===== src/hdl/pida_pkg.sv =====
// Shared types, constants and helpers of the process ID allocator.
package pida_pkg;

  // Default ID range size and reset base.
  localparam int unsigned IdCountDef  = 4701;
  localparam logic [15:0] BaseIdReset = 16'd300;

  // Bitmap words: 32 slots per word.
  localparam int unsigned WordBits = 32;
  localparam int unsigned BitIdxW  = 5;

  // Width that holds a slot count up to 65536.
  localparam int unsigned LimW = 17;

  typedef logic [15:0] id_t;

  typedef enum logic {
    FUNC_ALLOC   = 1'b0,
    FUNC_RELEASE = 1'b1
  } func_e;

  typedef enum logic [1:0] {
    ST_ALLOCATED = 2'd0,
    ST_RELEASED  = 2'd1,
    ST_NO_FREE   = 2'd2,
    ST_REJECTED  = 2'd3
  } status_e;

  typedef struct packed {
    func_e func;
    id_t   release_id;
  } req_t;

  typedef struct packed {
    status_e status;
    id_t     granted_id;
  } rsp_t;

  typedef struct packed {
    logic               found;
    logic [BitIdxW-1:0] idx;
  } zsearch_t;

  // Lowest clear bit of a bitmap word.
  function automatic zsearch_t first_zero(logic [WordBits-1:0] w);
    zsearch_t r;
    r.found = 1'b0;
    r.idx   = '0;
    for (int i = WordBits - 1; i >= 0; i--) begin
      if (!w[i]) begin
        r.found = 1'b1;
        r.idx   = BitIdxW'(i);
      end
    end
    return r;
  endfunction

endpackage


===== src/hdl/pida_bitmap_ram.sv =====
// Used-slot bitmap memory: one write port, one registered read port.
module pida_bitmap_ram
  import pida_pkg::*;
#(
  parameter int unsigned DEPTH = 2,
  localparam int unsigned AW   = (DEPTH > 1) ? $clog2(DEPTH) : 1
) (
  input  logic                clk_i,
  input  logic                we_i,
  input  logic [AW-1:0]       waddr_i,
  input  logic [WordBits-1:0] wdata_i,
  input  logic                re_i,
  input  logic [AW-1:0]       raddr_i,
  output logic [WordBits-1:0] rdata_o
);

  logic [WordBits-1:0] mem [DEPTH];
  logic [WordBits-1:0] rdata_q;

  always_ff @(posedge clk_i) begin
    if (we_i) begin
      mem[waddr_i] <= wdata_i;
    end
  end

  always_ff @(posedge clk_i) begin
    if (re_i) begin
      rdata_q <= mem[raddr_i];
    end
  end

  assign rdata_o = rdata_q;

endmodule


===== config.mk =====
export PLATFORM = sky130hd
export DESIGN_NAME = pida_bitmap_ram
export DESIGN_NICKNAME = d
export VERILOG_FILES = /design/src/hdl/pida_pkg.sv /design/src/hdl/pida_bitmap_ram.sv
export SDC_FILE = /design/constraint.sdc
export NUM_CORES = 1
export LEC_CHECK = 0
export ABC_CLOCK_PERIOD_IN_PS = 2800
export BUFFER_PORTS_ARGS = -buffer_cell sky130_fd_sc_hd__buf_2
export CORE_ASPECT_RATIO = 1.5
export CORE_MARGIN = 5
export CORE_UTILIZATION = 50
export DETAILED_ROUTE_END_ITERATION = 8
export PLACE_DENSITY = 0.77
export SLEW_MARGIN = 10
export SYNTH_ARGS = -nofsm -noshare
export SYNTH_HDL_FRONTEND = slang
export SYNTH_SLANG_ARGS = --single-unit

===== constraint.sdc =====
create_clock -name clk_i -period 2.8 [get_ports clk_i]
set_clock_uncertainty 0.2 [all_clocks]
set_input_delay 0.28 -clock clk_i [delete_from_list [all_inputs] [get_ports clk_i]]
set_output_delay 0.28 -clock clk_i [all_outputs]
set_load 0.01 [all_outputs]

## Yosys cells after proc, flatten, opt, wreduce, memory -nomap -nowiden

Memories as Yosys holds them, arrays and structs flattened. A register that Yosys moved wholly into a read port is not among the register bits.
Index checks and enable logic that the tools add are counted.

| word-level totals | value |
|---|---|
| flip-flop bits (word level) | 0 |
| bits in writable memories | 64 |
| bits of input ports | 37 |
| output and inout bits | 32 |
| word-level logic and storage cells | 3 |
| memories | 1 |

| operators by class | value |
|---|---|
| muxes and demuxes | 2 |

Memories:

| name | words | width | read ports | clocked after Yosys merged registers in | wr ports | RTL line | RTL |
|---|---|---|---|---|---|---|---|
| mem | 2 | 32 | 1 | 1 | 1 | pida_bitmap_ram.sv:17 | `logic [WordBits-1:0] mem [DEPTH];` |

Operator list:

| operator | number |
|---|---|
| 2-to-1 mux 1 bit | 2 |

## Longest topological paths before layout

| depth | value |
|---|---|
| word-level depth | 2 |
| gate-level depth with buffers | 3 |
| depth with buffers taken out | 1 |

## Worst setup path after synthesis

Ideal clock, no wire load.

| path | value |
|---|---|
| kind | input -> register |
| from | in waddr_i |
| to | mem mem[0][0] (enable) |
| arrival | 1.732 ns |
| data required time | 2.175 ns |
| setup slack | 0.442 ns |
| stages | 1 |
| buffers on the path | 0 |
| cell sequence | nor2b_1 |

RTL lines:

| item | RTL line | RTL |
|---|---|---|
| start, declared | pida_bitmap_ram.sv:10 | `input logic [AW-1:0] waddr_i,` |
| end, declared | pida_bitmap_ram.sv:17 |  |

No word-level cell before the write port.

## Worst setup path in the final report

| path | value |
|---|---|
| from | in raddr_i |
| to | reg rdata_q[13] (netlist: rdata_o[13]), read port of mem, data pin |

RTL lines:

| item | RTL line | RTL |
|---|---|---|
| start, declared | pida_bitmap_ram.sv:13 | `input logic [AW-1:0] raddr_i,` |
| end, declared | pida_bitmap_ram.sv:18 | `logic [WordBits-1:0] rdata_q;` |

No word-level cell between the ends.

==> metrics.md <==
| Metric | Value |
|---|---|
| Yosys warns | `0` |
| Mux cell area share after synthesis | `between 10% and 20%` |
| Initial Utilization | `approximately half` |
| Hold Path Class | `in2reg` |
| CTS tree | `yes` |
| DRT Pass-1 Iters | `4` |
| Final wirelength | `5480 um` |
| Mapped Area | `3440 um^2` |
| DIE AREA | `8670 um^2` |
| Avg WL per Cell | `16.7 um` |
| PortBufs | `68` |
| Crit share post-route | `52.7%` |
| Outcome | `finished clean` |
| RSZ-0062 raised after global routing | `false` |
| Final Max Slew Viols | `0` |
| Static Leak | `0.00174 uW` |
| Reg-to-Reg Start | `mem[0][18]` |
| Antenna diodes | `0` |
| Post-synth net total | `171` |
| CTS H-tree lvls | `3` |
| Critical Path Start Type | `input port` |
| Rows | `37` |
| DRC | `0` |
| Max-cap violations | `0` |
| Clk_lat worst skew | `0.35 ns` |
| Number of buffers created by CTS | `9` |
| Crit-path max FO | `21` |
| Crit path from | `raddr_i` |
| Synth Area in XOR/XNOR | `0%` |
| Die width | `77.7 um` |
| Critical path endpoint | `rdata_o[13]` |
| Max Buffers Root-to-Sink | `2` |
| Clock transition at the registers of the reported paths | `0.09 ns` |
| Worst R2R End | `rdata_o[18]` |
| Least-Margin Pin Slew | `0.718 ns` |
| Dpl ws | `0.918 ns` |
| Antenna Nets Post-Route | `0` |
| DR vias | `1581` |
| Final setup margin | `1.32 ns` |
| Initial antenna violation count | `0` |
| Total grt overflow | `0` |
| Compound-gate portion of the synthesized area | `0%` |
| Via/cell ratio | `4.82` |
| Max VDD drop | `~600 uV` |
| Ports | `69` |
| Die H | `112 um` |
| Setup TNS | `0 ns` |
| Simple-Gate Fraction of Synth Area | `0.364%` |
| GP Congestion | `approximately 0.67` |
| Critical Path End Type | `register` |
| Clock Sinks | `96` |
| Slew HR | `a little over half` |
| Adder-Cell Fraction of Synth Area | `0%` |
| Largest net degree at the start of global routing | `33` |
| CP arrival | `approximately 1.4 ns` |
| Initial DRC count | `81` |
| Synth Instances | `134` |
| Largest family of logic cells by synthesized area | `multiplexers` |
| R2R Setup Slk | `1.70 ns` |
| Number of synthesized register bits | `96` |
| Share of cells above drive strength 1 | `48.4%` |
| Total GRT Usage | `between 10 and 15%` |
| WP data required | `2.71 ns` |
| Pwr dens | `699 nW/um^2` |
| Final Setup Violations | `0` |
| First-pass GRT wire length | `8990 um` |
| Number of global-route vias before repair | `1749` |
| P&R area growth vs syn | `29.2%` |
| Worst r2r path cells | `1` |
| Tmin final | `1.48 ns` |
| Syn Area/Cell | `25.7 um^2` |
| Hold Violations, Final | `0` |
| Core Area | `around 7000 um^2` |
| Post-synthesis sequential area ratio | `83.8%` |
| WS Path Type | `in2reg` |
| Fmax | `0.677 GHz` |
| Layout Nets | `282` |
| Distinct cell type count after synthesis | `7` |
| Root buffer cell | `clkbuf_8` |
-- cell usage after synthesis (all sizes together) --
library cell,count,share of area (%)
and2,1,0.18
buf,4,2.1
mux2,32,14
nor2b,1,0.18
edfxtp,96,84
-- through the flow --
step	hold slack [ns]	cell area (um^2)	utilization, %	power [uW]	instances
finish	0.135	4440	65.3	3110	328
global route	0.125	4440	65.3	3230	328
CTS	0.115	4440	65.3	3130	328
detailed placement	0.271	3860	56.7	1960	280
global placement	0.267	3860	56.7	1950	280
floorplan	0.179	3440	-	1870	134
-- layout by cell type (no fill, tap or decap) --
cell type / count
edfxtp_1: 96
buf_2: 68
dlygate4sd3_1: 32
mux2_4: 30
clkbuf_8: 9
bufinv_16: 4
buf_4: 3
mux2_2: 2
nor2b_4: 1
and2_1: 1
inv_6: 1
clkinv_2: 1
clkinv_4: 1
buf_12: 1
-- sequential cells by signal, summed over array words and instances, names as in the netlist --
register	flops
mem	64
rdata_o	32
-- worst min path at each step --
| stage | start | end | slack, ns | depth (start not counted) |
|---|---|---|---|---|
| final | waddr_i | mem[0][24] | 0.13 | 2 |
| after global routing | waddr_i | mem[0][8] | 0.12 | 2 |
| after floorplan | wdata_i[0] | mem[0][0] | 0.18 | 0 |
| after detailed placement | wdata_i[15] | mem[1][15] | 0.27 | 1 |
| after global placement | wdata_i[16] | mem[0][16] | 0.27 | 1 |
| after CTS | waddr_i | mem[0][24] | 0.12 | 2 |
-- cells by family after synthesis --
group | after synthesis
mux | 32
simple gates | 2
buf+inv | 4
flops | 96
-- cell type report --
class / count / area, um^2
Timing Repair Buffer: 104 / 703
Sequential cell: 96 / 2880
Multi-Input combinational cell: 34 / 493
Tap cell: 78 / 97.6
Fill cell: 440 / 2360
Clock inverter: 7 / 143
Clock buffer: 9 / 124
-- power breakdown --
| group | switching, uW | internal (uW) | leakage (uW) | total, uW |
|---|---|---|---|---|
| clock network | 463 | 686 | 0.000134 | 1150 |
| logic | 101 | 135 | 0.000690 | 236 |
| registers | 25.5 | 1700 | 0.000914 | 1720 |
| total | 590 | 2520 | 0.00174 | 3110 |
-- critical path, stage by stage --
cell and delay, ns:
buf_2 0.54, buf_12 0.24, mux2_4 0.31
-- what timing repair did --
item,in CTS,in global routing
hold endpoints to repair,64,0
buffers inserted,0,0
resized for setup,0,0
hold buffers,32,0
-- routing by layer --
metal	up-vias	part of all wire, %	global-route usage (%)
li1	758	-	-
met5	-	0	0
met4	0	2.2	7.22
met3	11	5.4	4.45
met2	46	52	22.7
met1	766	40	16.3
(Power assumes the default switching activity.)
