===== config.mk =====
export PLATFORM = sky130hd
export DESIGN_NAME = pida_ctrl
export DESIGN_NICKNAME = d
export VERILOG_FILES = /design/src/hdl/pida_pkg.sv /design/src/hdl/pida_ctrl.sv
export SDC_FILE = /design/constraint.sdc
export NUM_CORES = 1
export LEC_CHECK = 0
export ABC_AREA = 1
export BUFFER_PORTS_ARGS = -buffer_cell sky130_fd_sc_hd__buf_4
export CORE_AREA = 2 2 102 104
export CTS_CLUSTER_DIAMETER = 30
export DETAILED_ROUTE_END_ITERATION = 16
export DIE_AREA = 0 0 104 106
export PLACE_DENSITY = 0.85
export SYNTH_ARGS = -nofsm -noshare
export SYNTH_HDL_FRONTEND = slang
export SYNTH_SLANG_ARGS = --single-unit

===== constraint.sdc =====
create_clock -name clk_i -period 10.7 [get_ports clk_i]
set_clock_uncertainty 0.05 [all_clocks]
set_input_delay 1.605 -clock clk_i [delete_from_list [all_inputs] [get_ports clk_i]]
set_output_delay 1.605 -clock clk_i [all_outputs]
set_load 0.01 [all_outputs]

===== src/hdl/pida_pkg.sv =====
// Shared types, constants and helpers of the process ID allocator.
package pida_pkg;

  // Default ID range size and reset base.
  localparam int unsigned IdCountDef  = 4701;
  localparam logic [15:0] BaseIdReset = 16'd300;

  // Bitmap words: 32 slots per word.
  localparam int unsigned WordBits = 32;
  localparam int unsigned BitIdxW  = 5;

  // Width that holds a slot count up to 65536.
  localparam int unsigned LimW = 17;

  typedef logic [15:0] id_t;

  typedef enum logic {
    FUNC_ALLOC   = 1'b0,
    FUNC_RELEASE = 1'b1
  } func_e;

  typedef enum logic [1:0] {
    ST_ALLOCATED = 2'd0,
    ST_RELEASED  = 2'd1,
    ST_NO_FREE   = 2'd2,
    ST_REJECTED  = 2'd3
  } status_e;

  typedef struct packed {
    func_e func;
    id_t   release_id;
  } req_t;

  typedef struct packed {
    status_e status;
    id_t     granted_id;
  } rsp_t;

  typedef struct packed {
    logic               found;
    logic [BitIdxW-1:0] idx;
  } zsearch_t;

  // Lowest clear bit of a bitmap word.
  function automatic zsearch_t first_zero(logic [WordBits-1:0] w);
    zsearch_t r;
    r.found = 1'b0;
    r.idx   = '0;
    for (int i = WordBits - 1; i >= 0; i--) begin
      if (!w[i]) begin
        r.found = 1'b1;
        r.idx   = BitIdxW'(i);
      end
    end
    return r;
  endfunction

endpackage


===== src/hdl/pida_ctrl.sv =====
// Sequencer: clears the bitmap, scans it for allocation and updates it on release.
module pida_ctrl
  import pida_pkg::*;
#(
  parameter int unsigned ID_COUNT = IdCountDef,
  localparam int unsigned WORDS   = (ID_COUNT + WordBits - 1) / WordBits,
  localparam int unsigned AW      = (WORDS > 1) ? $clog2(WORDS) : 1
) (
  input  logic                clk_i,
  input  logic                rst_ni,
  input  id_t                 base_i,
  input  logic                req_valid_i,
  output logic                req_ready_o,
  input  req_t                req_i,
  output logic                res_valid_o,
  input  logic                res_ready_i,
  output rsp_t                res_o,
  output logic                mem_re_o,
  output logic [AW-1:0]       mem_raddr_o,
  input  logic [WordBits-1:0] mem_rdata_i,
  output logic                mem_we_o,
  output logic [AW-1:0]       mem_waddr_o,
  output logic [WordBits-1:0] mem_wdata_o
);

  localparam logic [2:0] S_CLEAR = 3'd0;
  localparam logic [2:0] S_IDLE  = 3'd1;
  localparam logic [2:0] S_SCAN  = 3'd2;
  localparam logic [2:0] S_REL   = 3'd3;
  localparam logic [2:0] S_DONE  = 3'd4;

  localparam logic [LimW-1:0] IdCountL = LimW'(ID_COUNT);
  localparam logic [AW-1:0]   LastWord = AW'(WORDS - 1);

  logic [2:0]         state_q, state_d;
  logic [AW-1:0]      word_q, word_d;
  logic [BitIdxW-1:0] bit_q, bit_d;
  rsp_t               res_q, res_d;

  logic [LimW-1:0] room;
  logic [LimW-1:0] limit;
  id_t             id_diff;
  logic            rel_ok;
  zsearch_t        zs;
  logic [LimW-1:0] slot;
  logic [LimW-1:0] next_start;

  // Slots whose ID still fits in 16 bits.
  assign room  = 17'h10000 - {1'b0, base_i};
  assign limit = (room < IdCountL) ? room : IdCountL;

  assign id_diff = req_i.release_id - base_i;
  assign rel_ok  = (req_i.release_id >= base_i) && ({1'b0, id_diff} < limit);

  assign zs         = first_zero(mem_rdata_i);
  assign slot       = (LimW'(word_q) << BitIdxW) | LimW'(zs.idx);
  assign next_start = (LimW'(word_q) + LimW'(1)) << BitIdxW;

  always_comb begin
    state_d     = state_q;
    word_d      = word_q;
    bit_d       = bit_q;
    res_d       = res_q;
    mem_re_o    = 1'b0;
    mem_raddr_o = '0;
    mem_we_o    = 1'b0;
    mem_waddr_o = word_q;
    mem_wdata_o = '0;
    unique case (state_q)
      S_CLEAR: begin
        mem_we_o = 1'b1;
        if (word_q == LastWord) begin
          state_d = S_IDLE;
        end else begin
          word_d = word_q + AW'(1);
        end
      end
      S_IDLE: begin
        if (req_valid_i) begin
          if (req_i.func == FUNC_ALLOC) begin
            mem_re_o = 1'b1;
            word_d   = '0;
            state_d  = S_SCAN;
          end else if (rel_ok) begin
            mem_re_o    = 1'b1;
            mem_raddr_o = AW'(id_diff >> BitIdxW);
            word_d      = AW'(id_diff >> BitIdxW);
            bit_d       = id_diff[BitIdxW-1:0];
            state_d     = S_REL;
          end else begin
            res_d   = '{status: ST_REJECTED, granted_id: '0};
            state_d = S_DONE;
          end
        end
      end
      S_SCAN: begin
        // Data of word_q is here; if it holds no free slot in range and more words remain, the next word is fetched.
        if (zs.found && (slot < limit)) begin
          mem_we_o    = 1'b1;
          mem_wdata_o = mem_rdata_i | (WordBits'(1) << zs.idx);
          res_d       = '{status: ST_ALLOCATED, granted_id: base_i + slot[15:0]};
          state_d     = S_DONE;
        end else if (next_start >= limit) begin
          res_d   = '{status: ST_NO_FREE, granted_id: '0};
          state_d = S_DONE;
        end else begin
          mem_re_o    = 1'b1;
          mem_raddr_o = word_q + AW'(1);
          word_d      = word_q + AW'(1);
        end
      end
      S_REL: begin
        if (mem_rdata_i[bit_q]) begin
          mem_we_o    = 1'b1;
          mem_wdata_o = mem_rdata_i & ~(WordBits'(1) << bit_q);
          res_d       = '{status: ST_RELEASED, granted_id: '0};
        end else begin
          res_d = '{status: ST_REJECTED, granted_id: '0};
        end
        state_d = S_DONE;
      end
      S_DONE: begin
        if (res_ready_i) begin
          state_d = S_IDLE;
        end
      end
      default: begin
        state_d = S_CLEAR;
        word_d  = '0;
      end
    endcase
  end

  always_ff @(posedge clk_i or negedge rst_ni) begin
    if (!rst_ni) begin
      state_q <= S_CLEAR;
      word_q  <= '0;
    end else begin
      state_q <= state_d;
      word_q  <= word_d;
    end
  end

  always_ff @(posedge clk_i) begin
    bit_q <= bit_d;
    res_q <= res_d;
  end

  assign req_ready_o = (state_q == S_IDLE);
  assign res_valid_o = (state_q == S_DONE);
  assign res_o       = res_q;

  // An allocation sets exactly one bit of the word it rewrites.
  a_alloc_sets_one: assert property (@(posedge clk_i) disable iff (!rst_ni)
    (state_q == S_SCAN && mem_we_o)
      |-> $countones(mem_wdata_o) == $countones(mem_rdata_i) + 1)
    else $error("allocation did not set exactly one bit");

  // A release clears exactly one bit of the word it rewrites.
  a_rel_clears_one: assert property (@(posedge clk_i) disable iff (!rst_ni)
    (state_q == S_REL && mem_we_o)
      |-> $countones(mem_rdata_i) == $countones(mem_wdata_o) + 1)
    else $error("release did not clear exactly one bit");

  // A bitmap write during a scan ends in a grant.
  a_write_grants: assert property (@(posedge clk_i) disable iff (!rst_ni)
    (state_q == S_SCAN && mem_we_o) |=> (res_q.status == ST_ALLOCATED))
    else $error("scan write without grant");

  // Only grants carry an ID.
  a_id_zero: assert property (@(posedge clk_i) disable iff (!rst_ni)
    (res_valid_o && res_q.status != ST_ALLOCATED) |-> (res_q.granted_id == '0))
    else $error("non-grant result carries an ID");

  // Nothing is accepted while the clearing pass runs.
  a_no_accept_clear: assert property (@(posedge clk_i) disable iff (!rst_ni)
    (state_q == S_CLEAR) |-> !req_ready_o)
    else $error("request accepted during clearing pass");

endmodule


# Word level (Yosys, flattened, before mapping)

Index checks and enable logic that the tools add are counted.

Output and inout bits: 70
Flip-flop bits (word level): 34

Add/sub/neg operators: 5
Bitwise gates (word level): 5
Reductions and logical operators: 9
Shift-type cells: 2
Eq/ne operators: 15
Magnitude comparators: 6
Multiplexer cells: 75

Operators by type and width:

| kind                                                          | number |
|---|---|
| two-way mux 6 bit                                             | 32 |
| two-way mux 18 bit                                            | 6 |
| two-way mux 8 bit                                             | 11 |
| two-way mux 32 bit                                            | 2 |
| one-hot mux 32 bit (2 select lines)                           | 1 |
| << shifter 1 x 5 -> 32 bit (first input constant)             | 2 |
| one-hot mux 18 bit (3 select lines)                           | 1 |
| bitwise AND 32 bit                                            | 1 |
| inverter 32 bit                                               | 1 |
| bitwise OR 32 bit                                             | 1 |
| one-hot mux 8 bit (4 select lines)                            | 1 |
| two-way mux 3 bit                                             | 7 |
| >= comparator 14 x 17 -> 1 bit                                | 1 |
| less-than comparator 13 x 17 -> 1 bit                         | 1 |
| less-than comparator 16 x 17 -> 1 bit                         | 1 |
| less-than comparator 17 x 13 -> 1 bit (second input constant) | 1 |
| two-way mux 17 bit                                            | 1 |
| subtractor 17 x 16 -> 17 bit (first input constant)           | 1 |
| adder 16 x 13 -> 16 bit                                       | 1 |
| >= comparator 16 bit                                          | 1 |
| one-hot mux 8 bit (2 select lines)                            | 1 |
| subtractor 16 bit                                             | 1 |
| one-hot mux 3 bit (5 select lines)                            | 1 |
| bitwise OR 13 x 5 -> 13 bit                                   | 1 |
| 23 further kinds                                              | 39 |

# Longest topological paths before layout

Depth in word-level cells: 37
Gate-level depth with buffers: 55

# Least setup slack after synthesis

Ideal clock, no wire load.

Path type: input -> output
Start: input base_i[1]
End: output mem_wdata_o[11]
Setup slack: 3.647 ns
Cell stages on the path: 23
Arrival time: 5.398 ns
Required time: 9.045 ns
Cells stage by stage: inv_1 ha_1 nand3_1 nor3_2 inv_2 nor3_2 nand3_1 o21ai_1 nand2_1 nor3_1 nand2_1 a21oi_4 nand2_4 nor2_1 ha_1 a21oi_1 nor2_1 a211oi_1 a21oi_1 a2111oi_0 nand3_4 buf_2 o21ai_1

Word-level cells in the longest chain between the ends: 7

Ends and longest elaborated chain:

| what                                      | RTL line        | RTL |
|---|---|---|
| start: declaration                        | pida_ctrl.sv:11 | `input id_t base_i,` |
| subtractor 17 x 16 -> 17 bit (*)          | pida_ctrl.sv:49 | `assign room = 17'h10000 - {1'b0, base_i};` |
| less-than comparator 17 x 13 -> 1 bit     | pida_ctrl.sv:50 | `assign limit = (room < IdCountL) ? room : IdCountL;` |
| two-way mux 17 bit (*)                    | pida_ctrl.sv:50 |  |
| less-than comparator 13 x 17 -> 1 bit (*) | pida_ctrl.sv:98 | `if (zs.found && (slot < limit)) begin` |
| logical AND 1 bit (*)                     | pida_ctrl.sv:98 |  |
| two-way mux 32 bit (*)                    | pida_ctrl.sv:98 |  |
| one-hot mux 32 bit (2 select lines) (*)   | pida_ctrl.sv:69 | `unique case (state_q)` |
| end: declaration                          | pida_ctrl.sv:23 | `output logic [WordBits-1:0] mem_wdata_o` |

Mark *: on every way between the ends. The rest lies on a longest branch, timed or not.

# Worst setup path in the final report

Start: input base_i[1]
End: output mem_we_o

Word-level cells in the longest chain between the ends: 7

Ends and longest elaborated chain:

| what                                      | RTL line        | RTL |
|---|---|---|
| subtractor 17 x 16 -> 17 bit (*)          | pida_ctrl.sv:49 |  |
| less-than comparator 17 x 13 -> 1 bit     | pida_ctrl.sv:50 |  |
| two-way mux 17 bit (*)                    | pida_ctrl.sv:50 |  |
| less-than comparator 13 x 17 -> 1 bit (*) | pida_ctrl.sv:98 |  |
| logical AND 1 bit (*)                     | pida_ctrl.sv:98 |  |
| two-way mux 1 bit (*)                     | pida_ctrl.sv:98 |  |
| one-hot mux 1 bit (3 select lines) (*)    | pida_ctrl.sv:69 |  |
| end: declaration                          | pida_ctrl.sv:21 | `output logic mem_we_o,` |

Marks and branches as above.

==> impl_metrics.csv <==
group,metric,value,unit
synth,synth_edf_count,23,
critical_path,regToRegSetupSlack,6.56,ns
cts,root_buffer,"clkbuf_8",
timing,setup_slack,2.05,ns
hold_path,worstHoldStart,"mem_waddr_o[7]",
timing,hold_viol_final,0,
place,dp.final_hpwl,15100,um
cts,clk_latency,0.29,ns
synth,syn_area_per_cell,6.49,um^2
die,fp.dieW,104,um
route,postRouteAntennaNets,0,
timing,timing.fmax,0.116,GHz
power,p_per_area,75.6,nW/um^2
synth,synth_xor_area_share,5.28,%
route,vias,6959,
die,die_area,11000,um^2
synth,yosys-top-cells-count,"186 x nand2_1, 116 x inv_1, 89 x nor2_1",
synth,yosysTopAreaCellShare,14.6,%
cts,cts.repair.resized,0,
synth,synth-simple-area-share,35.6,%
power,p_leak,3.56,nW
timing,fin_crit,8.65,ns
synth,synthMuxAreaShare,0,%
cts,postCtsSetupRepairBufs,0,
cts,clock_path_buffers,2,
critical_path,crit_fanout,44,
place,dp_worst_setup_slack,2.16,ns
synth,synth_top_family_by_area,"simple AND/OR/NAND/NOR gates",
route,post_drt_via_cell_ratio,6.00,
hold_path,min_path_type,"reg2reg",
cts,tritoncts,"yes",
cts,clkTransAtPathRegs,0.08,ns
global_routing,grt_max_degree,45,
synth,synth_ff_type,"edfxtp_1",
critical_path,start_kind,"input pin",
synth,synth_most_common_cell,"nand2_1",
die,die_height,106,um
power,ir_worst_vdd,73.8,uV
critical_path,reg2regPathDepth,15,
critical_path,r2r-end,"res_o[17]",
die,initial_core_util,58.1,%
final_layout,diodes,0,
timing,finalSetupViolCount,0,
global_routing,grt_pass1_vias,6541,
timing,min_period_over_period,80.8,%
global_routing,antenna_found_initial,0,
hold_path,min_to,"mem_waddr_o[7]",
place,dp.cells,1152,
global_routing,grt_overflow,0,
global_routing,grt_pass1_wl,31000,um
cts,ctsHoldBuffers,0,
route,wirelength,19300,um
route,drc_errors,0,
synth,ys_ff_latch,34,
synth,yosysTopAreaCell,"ha_1",
final_layout,finalNonFillerCells,1160,
run,max_cap_viol_count,0,
synth,synth_warnings,0,
place,gp_congestion,1.01,
final_layout,final_nets,1162,
die,fp.coreArea,10000,um^2
cts,clkSinkCount,34,
synth,synthArstFlopShare,32.4,%
place,portBuffers,138,
synth,synthCells,895,
critical_path,required,9.05,ns
critical_path,worstSetupPathType,"in2out",
final_layout,utilization,70.9,%
route,drt_iter0_markers,503,
timing,worst_pin_slew,1.08,ns
route,firstDrtPassIters,6,
timing,tns,0,ns
cts,h-tree-depth,2,
synth,syn_area,5810,um^2
critical_path,r2r-start,"mem_waddr_o[1]",
hold_path,worstHoldPathCells,2,
cts,cts_buffers,5,
synth,synth_cell_types,52,
synth,ys_seq_area_share,16.6,%
outcome,status,"complete, no violations",
timing,maxSlewHeadroom,27.6,%
die,pin_count,139,
timing,final_max_slew_viol_count,0,
synth,synth_fa_ha_area_share,15.3,%
global_routing,grt_usage,34.4,%
die,std_cell_rows,37,
critical_path,arrival,6.99,ns
critical_path,crit_path_end_kind,"output pin",
final_layout,drive_above_1_share,18.9,%
final_layout,area_growth,22.0,%
timing,rsz0062_at_grt,"no",
synth,synth_area_leaders,"ha_1 15%, nand2_1 12%, edfxtp_1 12%",
route,wl_per_cell,16.6,um
synth,synth_compound_area_share,17.1,%
-- sequential cells by signal, indices dropped and copies added (netlist names) --
name         cells
mem_waddr_o      8
state_q          3
res_o           18
bit_q            5
-- critical path: stages --
cell	delay, ns
buf_4	0.13
inv_1	0.16
ha_1	0.22
nand3_1	0.14
nor3_2	0.27
inv_2	0.08
nor4_2	0.28
xor2_1	0.27
nand2_1	0.12
nor3_2	0.25
nand3_2	0.14
nand2_4	0.15
inv_2	0.08
nand2_1	0.12
ha_1	0.26
nand2_1	0.11
nor2_1	0.06
a211oi_1	0.17
a21oi_1	0.09
a2111oi_0	0.85
nand3_4	0.62
inv_2	0.45
nor2_1	0.13
nand2_1	0.10
buf_4	0.11
-- cell families after synthesis --
logic type                 after synthesis
AOI/OAI and AO/OA                      163
buffers and inverters                  150
adders and majority gates               70
DFF                                     34
and+or+nand+nor                        442
other                                    1
xor gates and xnor gates                35
-- report_power, final --
| group | total (mW) | switching (mW) | internal, mW | leakage [nW] |
|---|---|---|---|---|
| sequential | 0.147 | 0.00309 | 0.144 | 0.326 |
| combinational | 0.241 | 0.148 | 0.0933 | 3.17 |
| clock | 0.148 | 0.0549 | 0.0934 | 0.0683 |
-- metrics by stage --
stage | hold WS (ns) | instance area, um^2 | power (mW)
after global placement | 0.627 | 6950 | 0.379
after detailed placement | 0.627 | 6950 | 0.385
after global routing | 0.679 | 7090 | 0.569
after floorplan | 0.548 | 5820 | 0.301
after CTS | 0.649 | 7090 | 0.533
final | 0.636 | 7090 | 0.536
-- final cells by class --
cell class                 instances  area (um^2)
clock buffer                       5         68.8
tap                              136          170
clock inverter                     3         68.8
sequential                        34          966
fill                             908         2910
timing repair buffer             142         1070
multi-input combinational        714         4280
inverter                         126          473
-- cell usage in the layout, fill, tap and decap left out, drive strengths merged, types with 2 or more instances in the layout --
master / netlist / layout
fa: 2 / 2
nand4: 34 / 34
a221oi: 2 / 2
o211ai: 3 / 3
xnor2: 7 / 7
o22ai: 17 / 17
conb: 1 / 4
a211oi: 2 / 2
nor3b: 4 / 4
inv: 124 / 124
ha: 68 / 68
xor2: 28 / 28
o21bai: 15 / 15
or2: 4 / 4
a22oi: 7 / 7
clkbuf: 18 / 5
o21ai: 41 / 41
dfrtp: 11 / 11
a21oi: 52 / 52
nand2: 195 / 195
bufinv: 0 / 2
a31oi: 6 / 6
o31ai: 3 / 3
nand3: 82 / 82
o41ai: 9 / 9
and2: 2 / 2
clkinv: 2 / 3
nor2: 96 / 96
nor3: 18 / 18
edfxtp: 23 / 23
buf: 6 / 142
nor4: 7 / 7
-- metal layers --
| metal | up-vias | wire length, um | global-route usage [%] |
|---|---|---|---|
| li1 | 3314 | - | - |
| met1 | 3107 | 7340 | 41.2 |
| met2 | 439 | 8900 | 57.8 |
| met3 | 99 | 1910 | 5.21 |
| met4 | 0 | 1150 | 21.7 |
| met5 | - | 0 | 0 |
-- worst max path at each step --
stage	startpoint	to	slack, ns	cells after the start
global placement	base_i[1]	mem_we_o	2.50	25
global route	base_i[1]	mem_we_o	1.56	25
detailed placement	base_i[1]	mem_we_o	2.16	25
floorplan	base_i[1]	mem_wdata_o[11]	3.65	23
finish	base_i[1]	mem_we_o	2.05	25
CTS	base_i[1]	mem_we_o	2.13	25
Power figures use the tool's default switching activity.
